**src/rtl/core/mspid_pkg.sv**
```systemverilog
package mspid_pkg;

  // Field and register widths.
  localparam int PERIOD_W      = 16;
  localparam int NUM_W         = 17;
  localparam int GAIN_W        = 8;
  localparam int TARGET_W      = 8;
  localparam int ERR_W         = 18;
  localparam int CFG_IDX_W     = 3;
  localparam int CFG_DATA_W    = 17;

  // Structural constants.
  localparam int WINDOW_DEPTH  = 5;
  localparam int INTEGRAL_BITS = 24;

  localparam int IDX_W  = (WINDOW_DEPTH > 1) ? $clog2(WINDOW_DEPTH) : 1;
  localparam int SUM_W  = PERIOD_W + $clog2(WINDOW_DEPTH);
  localparam int DVD_W  = NUM_W;
  localparam int DVS_W  = PERIOD_W;
  localparam int DCNT_W = $clog2(DVD_W + 1);

  // Window average by reciprocal multiplication: floor(sum / WINDOW_DEPTH) equals
  // (sum * AVG_RECIP) >> AVG_SHIFT for every sum the window can hold.
  localparam int AVG_SHIFT = SUM_W + $clog2(WINDOW_DEPTH);
  localparam int RECIP_W   = SUM_W + 1;
  localparam logic [RECIP_W-1:0] AVG_RECIP =
      RECIP_W'(((64'd1 << AVG_SHIFT) + 64'(WINDOW_DEPTH) - 64'd1) / 64'(WINDOW_DEPTH));

  // Integral accumulation width, one bit above the wider of the two addends.
  localparam int IS_W   = ((INTEGRAL_BITS > ERR_W) ? INTEGRAL_BITS : ERR_W) + 1;
  localparam logic signed [IS_W-1:0] INTEG_MAX =
      IS_W'((64'sd1 <<< (INTEGRAL_BITS - 1)) - 64'sd1);
  localparam logic signed [IS_W-1:0] INTEG_MIN =
      IS_W'(-(64'sd1 <<< (INTEGRAL_BITS - 1)));

  // Multiplier operand: must hold the integral, the error and the clamped derivative.
  localparam int OP_W   = (INTEGRAL_BITS > ERR_W + 1) ? INTEGRAL_BITS : ERR_W + 1;
  localparam int PROD_W = OP_W + GAIN_W + 1;
  localparam int ACC_W  = PROD_W + 2;

  localparam logic [PERIOD_W-1:0] WRAP_BASE = 16'hFF00;
  localparam logic [7:0]          PWM_MAX   = 8'd255;

  // Register reset values.
  localparam logic [NUM_W-1:0]  RST_NUMERATOR = 17'd125000;
  localparam logic [GAIN_W-1:0] RST_KP        = 8'd77;
  localparam logic [GAIN_W-1:0] RST_KI        = 8'd26;
  localparam logic [GAIN_W-1:0] RST_KD        = 8'd13;
  localparam logic [7:0]        RST_FLOOR     = 8'd20;
  localparam logic [7:0]        RST_OPEN      = 8'd15;
  localparam logic [7:0]        RST_STOP      = 8'd10;

  typedef enum logic [CFG_IDX_W-1:0] {
    CFG_RPM_NUMERATOR = 3'd0,
    CFG_GAIN_P        = 3'd1,
    CFG_GAIN_I        = 3'd2,
    CFG_GAIN_D        = 3'd3,
    CFG_AVG_FLOOR     = 3'd4,
    CFG_OPEN_LOOP     = 3'd5,
    CFG_STOP          = 3'd6
  } cfg_reg_e;

  typedef enum logic {
    OP_CAPTURE = 1'b0,
    OP_CONTROL = 1'b1
  } op_e;

  typedef enum logic [3:0] {
    ST_IDLE,
    ST_SUM,
    ST_AVG,
    ST_DIV_RPM,
    ST_FLOOR,
    ST_DIV_SINGLE,
    ST_PID,
    ST_MAC,
    ST_FINISH
  } state_e;

  typedef struct packed {
    logic             start;
    logic [DVD_W-1:0] dividend;
    logic [DVS_W-1:0] divisor;
  } div_req_t;

  typedef struct packed {
    logic             done;
    logic [DVD_W-1:0] quotient;
  } div_rsp_t;

endpackage

```
**src/rtl/core/mspid_div.sv**
```systemverilog
// Restoring divider, one quotient bit per cycle. A zero divisor is handled by the caller.
module mspid_div
  import mspid_pkg::*;
(
  input  logic     clk_i,
  input  logic     rst_ni,
  input  div_req_t req_i,
  output div_rsp_t rsp_o
);

  logic              busy_q;
  logic              done_q;
  logic [DCNT_W-1:0] cnt_q;
  logic [DVD_W-1:0]  quo_q;
  logic [DVS_W-1:0]  rem_q;
  logic [DVS_W-1:0]  dvs_q;

  logic [DVS_W:0]    shifted;
  logic [DVS_W+1:0]  diff;
  logic              fits;

  assign shifted = {rem_q, quo_q[DVD_W-1]};
  assign diff    = {1'b0, shifted} - {2'b00, dvs_q};
  assign fits    = ~diff[DVS_W+1];

  always_ff @(posedge clk_i or negedge rst_ni) begin
    if (!rst_ni) begin
      busy_q <= 1'b0;
      done_q <= 1'b0;
      cnt_q  <= '0;
    end else begin
      done_q <= 1'b0;
      if (req_i.start && !busy_q) begin
        busy_q <= 1'b1;
        cnt_q  <= DCNT_W'(DVD_W);
      end else if (busy_q) begin
        cnt_q <= cnt_q - 1'b1;
        if (cnt_q == DCNT_W'(1)) begin
          busy_q <= 1'b0;
          done_q <= 1'b1;
        end
      end
    end
  end

  always_ff @(posedge clk_i) begin
    if (req_i.start && !busy_q) begin
      quo_q <= req_i.dividend;
      rem_q <= '0;
      dvs_q <= req_i.divisor;
    end else if (busy_q) begin
      rem_q <= fits ? diff[DVS_W-1:0] : shifted[DVS_W-1:0];
      quo_q <= {quo_q[DVD_W-2:0], fits};
    end
  end

  assign rsp_o.done     = done_q;
  assign rsp_o.quotient = quo_q;

endmodule

```
**src/rtl/core/motor_speed_pid_from_capture.sv**
```systemverilog
// Motor speed PID controller fed by edge capture. A request with operation 0 is a
// capture edge: it updates the stored period, gives no result and leaves the block
// idle, so the next request can be taken on the following cycle. A request with
// operation 1 is a control step that gives exactly one result; it divides the single
// period too when the averaged speed is at or below the floor, and it is shorter
// when a divisor is zero. The speed divisions use the serial restoring divider, which
// yields one quotient bit per cycle and is shared by both of them; the window sum adds
// the window entries one after another, the window average is a reciprocal
// multiplication, and the three PID products go through one shared multiplier in
// turn.
// A control step also waits in its finish state while an earlier result is
// still stalled at the output. in_stall_o is high for the whole control step. A
// finished result sits in an output register, so the block takes new requests while
// a result is still waiting to be taken. Configuration registers are written through
// cfg_we_i, cfg_index_i and cfg_data_i and must only change while the block is idle.
module motor_speed_pid_from_capture
  import mspid_pkg::*;
(
  input  logic                    clk_i,
  input  logic                    rst_ni,
  input  logic                    in_valid_i,
  output logic                    in_stall_o,
  input  logic                    operation_i,
  input  logic [PERIOD_W-1:0]     capture_time_i,
  input  logic [TARGET_W-1:0]     target_speed_i,
  input  logic                    cfg_we_i,
  input  logic [CFG_IDX_W-1:0]    cfg_index_i,
  input  logic [CFG_DATA_W-1:0]   cfg_data_i,
  output logic                    out_valid_o,
  input  logic                    out_stall_i,
  output logic [7:0]              pwm_compare_o,
  output logic [NUM_W-1:0]        measured_rpm_o,
  output logic signed [ERR_W-1:0] speed_error_o
);

  // Configuration registers.
  logic [NUM_W-1:0]  num_q;
  logic [GAIN_W-1:0] kp_q, ki_q, kd_q;
  logic [7:0]        floor_q, open_q, stop_q;

  // Controller state kept across requests.
  logic [PERIOD_W-1:0]            last_capture_q;
  logic [PERIOD_W-1:0]            latest_q;
  logic [PERIOD_W-1:0]            window_q [WINDOW_DEPTH];
  logic signed [INTEGRAL_BITS-1:0] integ_q;
  logic signed [ERR_W-1:0]        prev_err_q;
  logic [TARGET_W-1:0]            prev_target_q;

  // Sequencer.
  state_e           state_q, state_d;
  logic             launch_q;
  logic [IDX_W-1:0] idx_q;
  logic [1:0]       mac_k_q;
  logic             out_valid_q;

  // Per-request working registers.
  logic [TARGET_W-1:0]     target_q;
  logic [SUM_W-1:0]        sum_q;
  logic [PERIOD_W-1:0]     avg_q;
  logic [NUM_W-1:0]        rpm_q;
  logic signed [ERR_W-1:0] err_q;
  logic [ERR_W-1:0]        deriv_q;
  logic signed [PROD_W-1:0] prod_q;
  logic signed [ACC_W-1:0] acc_q;

  logic [7:0]              pwm_q;
  logic [NUM_W-1:0]        rpm_out_q;
  logic signed [ERR_W-1:0] err_out_q;

  div_req_t div_req;
  div_rsp_t div_rsp;

  logic in_acc, ctrl_acc, cap_acc, out_load, div_zero;

  assign in_acc   = in_valid_i && !in_stall_o;
  assign ctrl_acc = in_acc && (operation_i == OP_CONTROL);
  assign cap_acc  = in_acc && (operation_i == OP_CAPTURE);
  assign out_load = (state_q == ST_FINISH) && (!out_valid_q || !out_stall_i);
  assign div_zero = (div_req.divisor == '0);

  mspid_div u_div (
    .clk_i  (clk_i),
    .rst_ni (rst_ni),
    .req_i  (div_req),
    .rsp_o  (div_rsp)
  );

  // Period since the previous edge. When the new stamp is not larger, the timer is
  // taken to have wrapped at 0xFF00, and the difference is kept modulo 2^16.
  logic [PERIOD_W-1:0] period_new;
  always_comb begin
    if (capture_time_i > last_capture_q) begin
      period_new = capture_time_i - last_capture_q;
    end else begin
      period_new = WRAP_BASE + capture_time_i - last_capture_q;
    end
  end

  // Window average: the sum times the rounded-up reciprocal of the depth. The
  // quotient sits in the bits from AVG_SHIFT up and always fits a period.
  logic [SUM_W+RECIP_W-1:0] avg_prod;
  assign avg_prod = sum_q * AVG_RECIP;

  // Error, saturating integral and clamped derivative for the PID step.
  logic signed [ERR_W-1:0]         err_now;
  logic signed [IS_W-1:0]          integ_sum;
  logic signed [INTEGRAL_BITS-1:0] integ_sat;
  logic signed [ERR_W:0]           deriv_full;
  logic [ERR_W-1:0]                deriv_now;

  always_comb begin
    err_now   = $signed({{(ERR_W-TARGET_W){1'b0}}, target_q}) - $signed({1'b0, rpm_q});
    integ_sum = IS_W'(integ_q) + IS_W'(err_now);
    if (integ_sum > INTEG_MAX) begin
      integ_sat = INTEGRAL_BITS'(INTEG_MAX);
    end else if (integ_sum < INTEG_MIN) begin
      integ_sat = INTEGRAL_BITS'(INTEG_MIN);
    end else begin
      integ_sat = INTEGRAL_BITS'(integ_sum);
    end
    deriv_full = $signed({err_now[ERR_W-1], err_now})
               - $signed({prev_err_q[ERR_W-1], prev_err_q});
    deriv_now  = deriv_full[ERR_W] ? '0 : deriv_full[ERR_W-1:0];
  end

  // Shared multiplier: one gain times one PID term per cycle.
  logic signed [GAIN_W:0]   mul_a;
  logic signed [OP_W-1:0]   mul_b;
  logic signed [PROD_W-1:0] product;

  always_comb begin
    case (mac_k_q)
      2'd0: begin
        mul_a = $signed({1'b0, kp_q});
        mul_b = OP_W'(err_q);
      end
      2'd1: begin
        mul_a = $signed({1'b0, ki_q});
        mul_b = OP_W'(integ_q);
      end
      2'd2: begin
        mul_a = $signed({1'b0, kd_q});
        mul_b = $signed(OP_W'(deriv_q));
      end
      default: begin
        mul_a = '0;
        mul_b = '0;
      end
    endcase
  end

  assign product = mul_a * mul_b;

  // Drive from the accumulated sum. A negative sum truncates toward zero and then
  // clamps to zero, so only the sign and the bits above the Q8 point matter.
  logic [7:0]              drive_pid, drive;
  logic [NUM_W-1:0]        rpm_final;
  logic signed [ERR_W-1:0] err_final;

  always_comb begin
    if (acc_q[ACC_W-1]) begin
      drive_pid = '0;
    end else if (|acc_q[ACC_W-2:16]) begin
      drive_pid = PWM_MAX;
    end else begin
      drive_pid = acc_q[15:8];
    end
    if (target_q <= stop_q) begin
      drive     = '0;
      rpm_final = '0;
    end else if (target_q <= open_q) begin
      drive     = target_q;
      rpm_final = NUM_W'(target_q);
    end else begin
      drive     = drive_pid;
      rpm_final = rpm_q;
    end
    err_final = $signed({{(ERR_W-TARGET_W){1'b0}}, target_q}) - $signed({1'b0, rpm_final});
  end

  // Sequencer next state and divider requests.
  always_comb begin
    state_d          = state_q;
    div_req.start    = 1'b0;
    div_req.dividend = DVD_W'(num_q);
    div_req.divisor  = latest_q;
    unique case (state_q)
      ST_IDLE: begin
        if (ctrl_acc) begin
          state_d = ST_SUM;
        end
      end
      ST_SUM: begin
        if (idx_q == IDX_W'(WINDOW_DEPTH - 1)) begin
          state_d = ST_AVG;
        end
      end
      ST_AVG: begin
        state_d = ST_DIV_RPM;
      end
      ST_DIV_RPM: begin
        div_req.divisor = avg_q;
        div_req.start   = !launch_q && !div_zero;
        if (div_zero || div_rsp.done) begin
          state_d = ST_FLOOR;
        end
      end
      ST_FLOOR: begin
        if (rpm_q <= NUM_W'(floor_q)) begin
          state_d = ST_DIV_SINGLE;
        end else begin
          state_d = ST_PID;
        end
      end
      ST_DIV_SINGLE: begin
        div_req.start = !launch_q && !div_zero;
        if (div_zero || div_rsp.done) begin
          state_d = ST_PID;
        end
      end
      ST_PID: begin
        state_d = ST_MAC;
      end
      ST_MAC: begin
        if (mac_k_q == 2'd3) begin
          state_d = ST_FINISH;
        end
      end
      ST_FINISH: begin
        if (out_load) begin
          state_d = ST_IDLE;
        end
      end
      default: begin
        state_d = ST_IDLE;
      end
    endcase
  end

  always_ff @(posedge clk_i or negedge rst_ni) begin
    if (!rst_ni) begin
      state_q <= ST_IDLE;
    end else begin
      state_q <= state_d;
    end
  end

  // Control and persistent state.
  always_ff @(posedge clk_i or negedge rst_ni) begin
    if (!rst_ni) begin
      num_q          <= RST_NUMERATOR;
      kp_q           <= RST_KP;
      ki_q           <= RST_KI;
      kd_q           <= RST_KD;
      floor_q        <= RST_FLOOR;
      open_q         <= RST_OPEN;
      stop_q         <= RST_STOP;
      launch_q       <= 1'b0;
      idx_q          <= '0;
      mac_k_q        <= '0;
      out_valid_q    <= 1'b0;
      last_capture_q <= '0;
      latest_q       <= '0;
      window_q       <= '{default: '0};
      integ_q        <= '0;
      prev_err_q     <= '0;
      prev_target_q  <= '0;
    end else begin
      if (cfg_we_i) begin
        unique case (cfg_index_i)
          CFG_RPM_NUMERATOR: num_q   <= cfg_data_i;
          CFG_GAIN_P:        kp_q    <= cfg_data_i[GAIN_W-1:0];
          CFG_GAIN_I:        ki_q    <= cfg_data_i[GAIN_W-1:0];
          CFG_GAIN_D:        kd_q    <= cfg_data_i[GAIN_W-1:0];
          CFG_AVG_FLOOR:     floor_q <= cfg_data_i[7:0];
          CFG_OPEN_LOOP:     open_q  <= cfg_data_i[7:0];
          CFG_STOP:          stop_q  <= cfg_data_i[7:0];
          default: ;
        endcase
      end

      if (div_rsp.done) begin
        launch_q <= 1'b0;
      end else if (div_req.start) begin
        launch_q <= 1'b1;
      end

      if (state_q == ST_IDLE) begin
        idx_q <= '0;
      end else if (state_q == ST_SUM) begin
        idx_q <= idx_q + 1'b1;
      end

      if (state_q == ST_PID) begin
        mac_k_q <= '0;
      end else if (state_q == ST_MAC) begin
        mac_k_q <= mac_k_q + 1'b1;
      end

      if (out_load) begin
        out_valid_q <= 1'b1;
      end else if (!out_stall_i) begin
        out_valid_q <= 1'b0;
      end

      if (cap_acc) begin
        latest_q       <= period_new;
        last_capture_q <= capture_time_i;
      end

      // A control step drops the oldest period and appends the latest one. A new
      // target restarts the integral.
      if (ctrl_acc) begin
        for (int k = 0; k < WINDOW_DEPTH - 1; k++) begin
          window_q[k] <= window_q[k+1];
        end
        window_q[WINDOW_DEPTH-1] <= latest_q;
        if (target_speed_i != prev_target_q) begin
          integ_q <= '0;
        end
        prev_target_q <= target_speed_i;
      end

      if (state_q == ST_PID) begin
        integ_q    <= integ_sat;
        prev_err_q <= err_now;
      end
    end
  end

  // Working registers of the current control step.
  always_ff @(posedge clk_i) begin
    if (ctrl_acc) begin
      target_q <= target_speed_i;
      sum_q    <= '0;
    end
    if (state_q == ST_SUM) begin
      sum_q <= sum_q + SUM_W'(window_q[idx_q]);
    end
    if (state_q == ST_AVG) begin
      avg_q <= avg_prod[AVG_SHIFT +: PERIOD_W];
    end
    if ((state_q == ST_DIV_RPM) || (state_q == ST_DIV_SINGLE)) begin
      if (div_zero) begin
        rpm_q <= num_q;
      end else if (div_rsp.done) begin
        rpm_q <= div_rsp.quotient[NUM_W-1:0];
      end
    end
    if (state_q == ST_PID) begin
      err_q   <= err_now;
      deriv_q <= deriv_now;
      acc_q   <= '0;
    end
    if (state_q == ST_MAC) begin
      if (mac_k_q != 2'd3) begin
        prod_q <= product;
      end
      if (mac_k_q != 2'd0) begin
        acc_q <= acc_q + ACC_W'(prod_q);
      end
    end
    if (out_load) begin
      pwm_q     <= PWM_MAX - drive;
      rpm_out_q <= rpm_final;
      err_out_q <= err_final;
    end
  end

  assign in_stall_o     = (state_q != ST_IDLE);
  assign out_valid_o    = out_valid_q;
  assign pwm_compare_o  = pwm_q;
  assign measured_rpm_o = rpm_out_q;
  assign speed_error_o  = err_out_q;

endmodule

```
**config.mk**
```make
export PLATFORM = sky130hd
export DESIGN_NAME = motor_speed_pid_from_capture
export DESIGN_NICKNAME = d
export VERILOG_FILES = /design/src/rtl/core/mspid_pkg.sv /design/src/rtl/core/mspid_div.sv /design/src/rtl/core/motor_speed_pid_from_capture.sv
export SDC_FILE = /design/constraint.sdc
export NUM_CORES = 2
export LEC_CHECK = 0
export ABC_AREA = 1
export ABC_CLOCK_PERIOD_IN_PS = 10100
export CAP_MARGIN = 20
export CORE_UTILIZATION = 57
export CTS_BUF_LIST = sky130_fd_sc_hd__clkbuf_16
export CTS_CLUSTER_DIAMETER = 50
export DETAILED_ROUTE_END_ITERATION = 12
export DONT_BUFFER_PORTS = 1
export PLACE_DENSITY = 0.75
export SKIP_LAST_GASP = 1
export SLEW_MARGIN = 10
export SYNTH_ARGS = -nofsm -noshare
export SYNTH_HDL_FRONTEND = slang
export SYNTH_SLANG_ARGS = --single-unit
```
**constraint.sdc**
```tcl
create_clock -name clk_i -period 10.1 [get_ports clk_i]
set_input_delay 1.01 -clock clk_i [delete_from_list [all_inputs] [get_ports clk_i]]
set_output_delay 1.01 -clock clk_i [all_outputs]
set_load 0.005 [all_outputs]
```
==> metrics.yaml <==
drcViolationCount: 0
final_hold_viol_count: 0
synth_flop_cell: "dfrtp_1"
syn_to_final_growth_pct: 6.958
io_pins: 95
timing.final.crit_share: 0.6644
start_util: 0.5792
synth_warnings: 0
dieArea_mm2: 0.07574
synth_top_cell_area_share: 0.1447
period_minus_slack_ns: 6.710
synth_nets: 6114
finalSetupViolCount: 0
yosysTopAreaCell: "edfxtp_1"
relSlewSlack: 0.2770
clock_latency_ns: 0.63
criticalPathCategory: "flip-flop to flip-flop"
grt-ovfl-total: 0
avgSynthCellArea_um2: 7.871
cts_tree: "done"
rsz0062_at_grt: "false"
path_clk_slew_ns: 0.07
worst_pin_slew_ns: 1.084
viasPerCell: 5.523
die_x_um: 275.2
die_h_um: 275.2
root_buffer: "clkbuf_16"
maxCapViolCount: 0
fin_nets: 6080
postCtsHoldBufs: 0
hold_path_class: "input pin to asynchronous set/reset pin"
cts_setup_buffers: 0
netlist_area_mm2: 0.04254
slew_viol_final: 0
ys_ff_latch: 501
numCtsBuffers: 59
final_common_cell: "nand2_1"
drtIter0Drc: 2840
ys_seq_area_frac: 0.3135
cts_sinks: 501
row_count: 99
io_buffers: 0
core_mm2: 0.07345
drive_gt1_frac: 0.03910
status: "completed"
grt_first_pass_wirelength_mm: 181.9
yosysUniqueCellTypes: 55
endpoint_kind: "flip-flop"
cts_max_level: 2
grtUsageTotal: 0.3043
grt_max_degree: 246
skew_ns: 0.02928
finalWirelength_mm: 114.1
max_clock_freq_ghz: 0.1490
dp_hpwl_mm: 90.28
firstDrtPassIters: 6
synth_edf_count: 205
clockBufferDepth: 3
gp_congestion: 0.9833
synthCells: 5405
final_cell_mix: "nand2_1, inv_1, nor2_1, o21ai_0, ha_1"
crit_required_ns: 10.47
synth_area_leaders: "edfxtp_1, dfrtp_1, fa_1"
tns_ns: 0
vias: 35250
critical_path_peak_fanout: 17
cts_resized: 0
detail-route-antenna-nets: 0
start_kind: "flip-flop"
routedWlPerCell_um: 17.88
grt_pass1_vias: 34260
antenna_found_initial: 2
cp_data_arrival_time_ns: 7.08
synthArstFlopShare: 0.4890
==> cell families (layout without fill, tap and decap cells) <==
group                    Yosys count  count (layout)  share of synthesized area
adder cells (fa/ha/maj)          659             659                     0.2406
AO/OA/AOI/OAI                    901             901                     0.1157
AND/OR/NAND/NOR                 2143            2143                     0.2060
XOR/XNOR                         138             138                    0.02841
other                              0               1                          0
buffers and inverters           1063            1080                    0.09579
flip-flops                       501             501                     0.3135
==> cell usage after synthesis (26+ instances only) <==
library cell / count
nand2_1: 1303
o21ai_0: 423
ha_1: 394
o21bai_1: 26
fa_1: 265
dfxtp_1: 51
clkbuf_1: 94
edfxtp_1: 205
nand3_1: 232
xor2_1: 85
xnor2_1: 53
dfrtp_1: 220
nand4_1: 58
nor2_1: 428
nor3_1: 45
inv_1: 940
a21oi_1: 312
==> registers in the layout, summed over array words and instances, names as in the netlist, 18 cells and up <==
signal         flops
acc_q             35
deriv_q           18
err_q             18
integ_q           24
prev_err_q        18
prod_q            33
speed_error_o     18
sum_q             19
window_q          80
==> stage by stage <==
step	hold WS (ns)	worst slack (ns)	util	area (um^2)	instances
global placement	0.4479	3.644	0.5908	43400	6266
global route	0.05641	2.877	0.6195	45500	6381
CTS	0.04864	3.384	0.6188	45450	6379
detailed placement	0.4524	3.414	0.5912	43430	6267
floorplan	0.4322	4.657	-	42540	5405
finish	0.08007	3.390	0.6195	45500	6382
==> metal layers <==
layer	wire, um	share of wire	track usage	vias up
li1	-	-	-	17280
met1	48760	0.43	0.4030	16690
met2	54550	0.48	0.5125	1055
met3	6194	0.054	0.03657	216
met4	4578	0.040	0.1117	4
met5	26	0.00023	0	-
==> layout make-up <==
cell class | count | area (um^2)
fillers | 6532 | 27950
multi-input cells | 3841 | 25170
flip-flops and latches | 501 | 13340
inverters | 948 | 3566
clock buffers | 61 | 1526
well taps | 959 | 1200
clock inverters | 51 | 503.0
repair buffers | 20 | 202.7
diodes | 1 | 2.502
==> final timing paths <==
path	startpoint	endpoint	slack [ns]	cells after the start
worst max-delay path	mac_k_q[0]	prod_q[30]	3.39	22
worst min-delay path	rst_ni	num_q[7]	0.08	0
worst max register to register	mac_k_q[0]	prod_q[30]	3.39	22
worst min register to register	acc_q[5]	acc_q[5]	0.46	2
max in group asynchronous	rst_ni	last_capture_q[5]	9.58	0
min in group clk_i	acc_q[5]	acc_q[5]	0.46	2
==> worst max-delay path, stage by stage, from the launching register on <==
cell and delay, ns:
dfrtp_1 0.40, inv_1 0.14, ha_1 0.62, buf_4 0.36, nand2_1 0.08, nand3_1 0.26, nand2_1 0.16, inv_1 0.45
nand2_1 0.26, fa_1 0.54, inv_1 0.16, fa_1 0.57, inv_1 0.05, fa_1 0.47, inv_1 0.06, fa_1 0.48
ha_1 0.41, a21oi_1 0.27, o21ai_0 0.17, a211oi_1 0.31, nand3_1 0.11, nand2_1 0.07, nand2_1 0.05
Power is left out: the tool's default activity adds up to more than one toggle a clock period on the data nets, which glitch-free logic cannot reach.
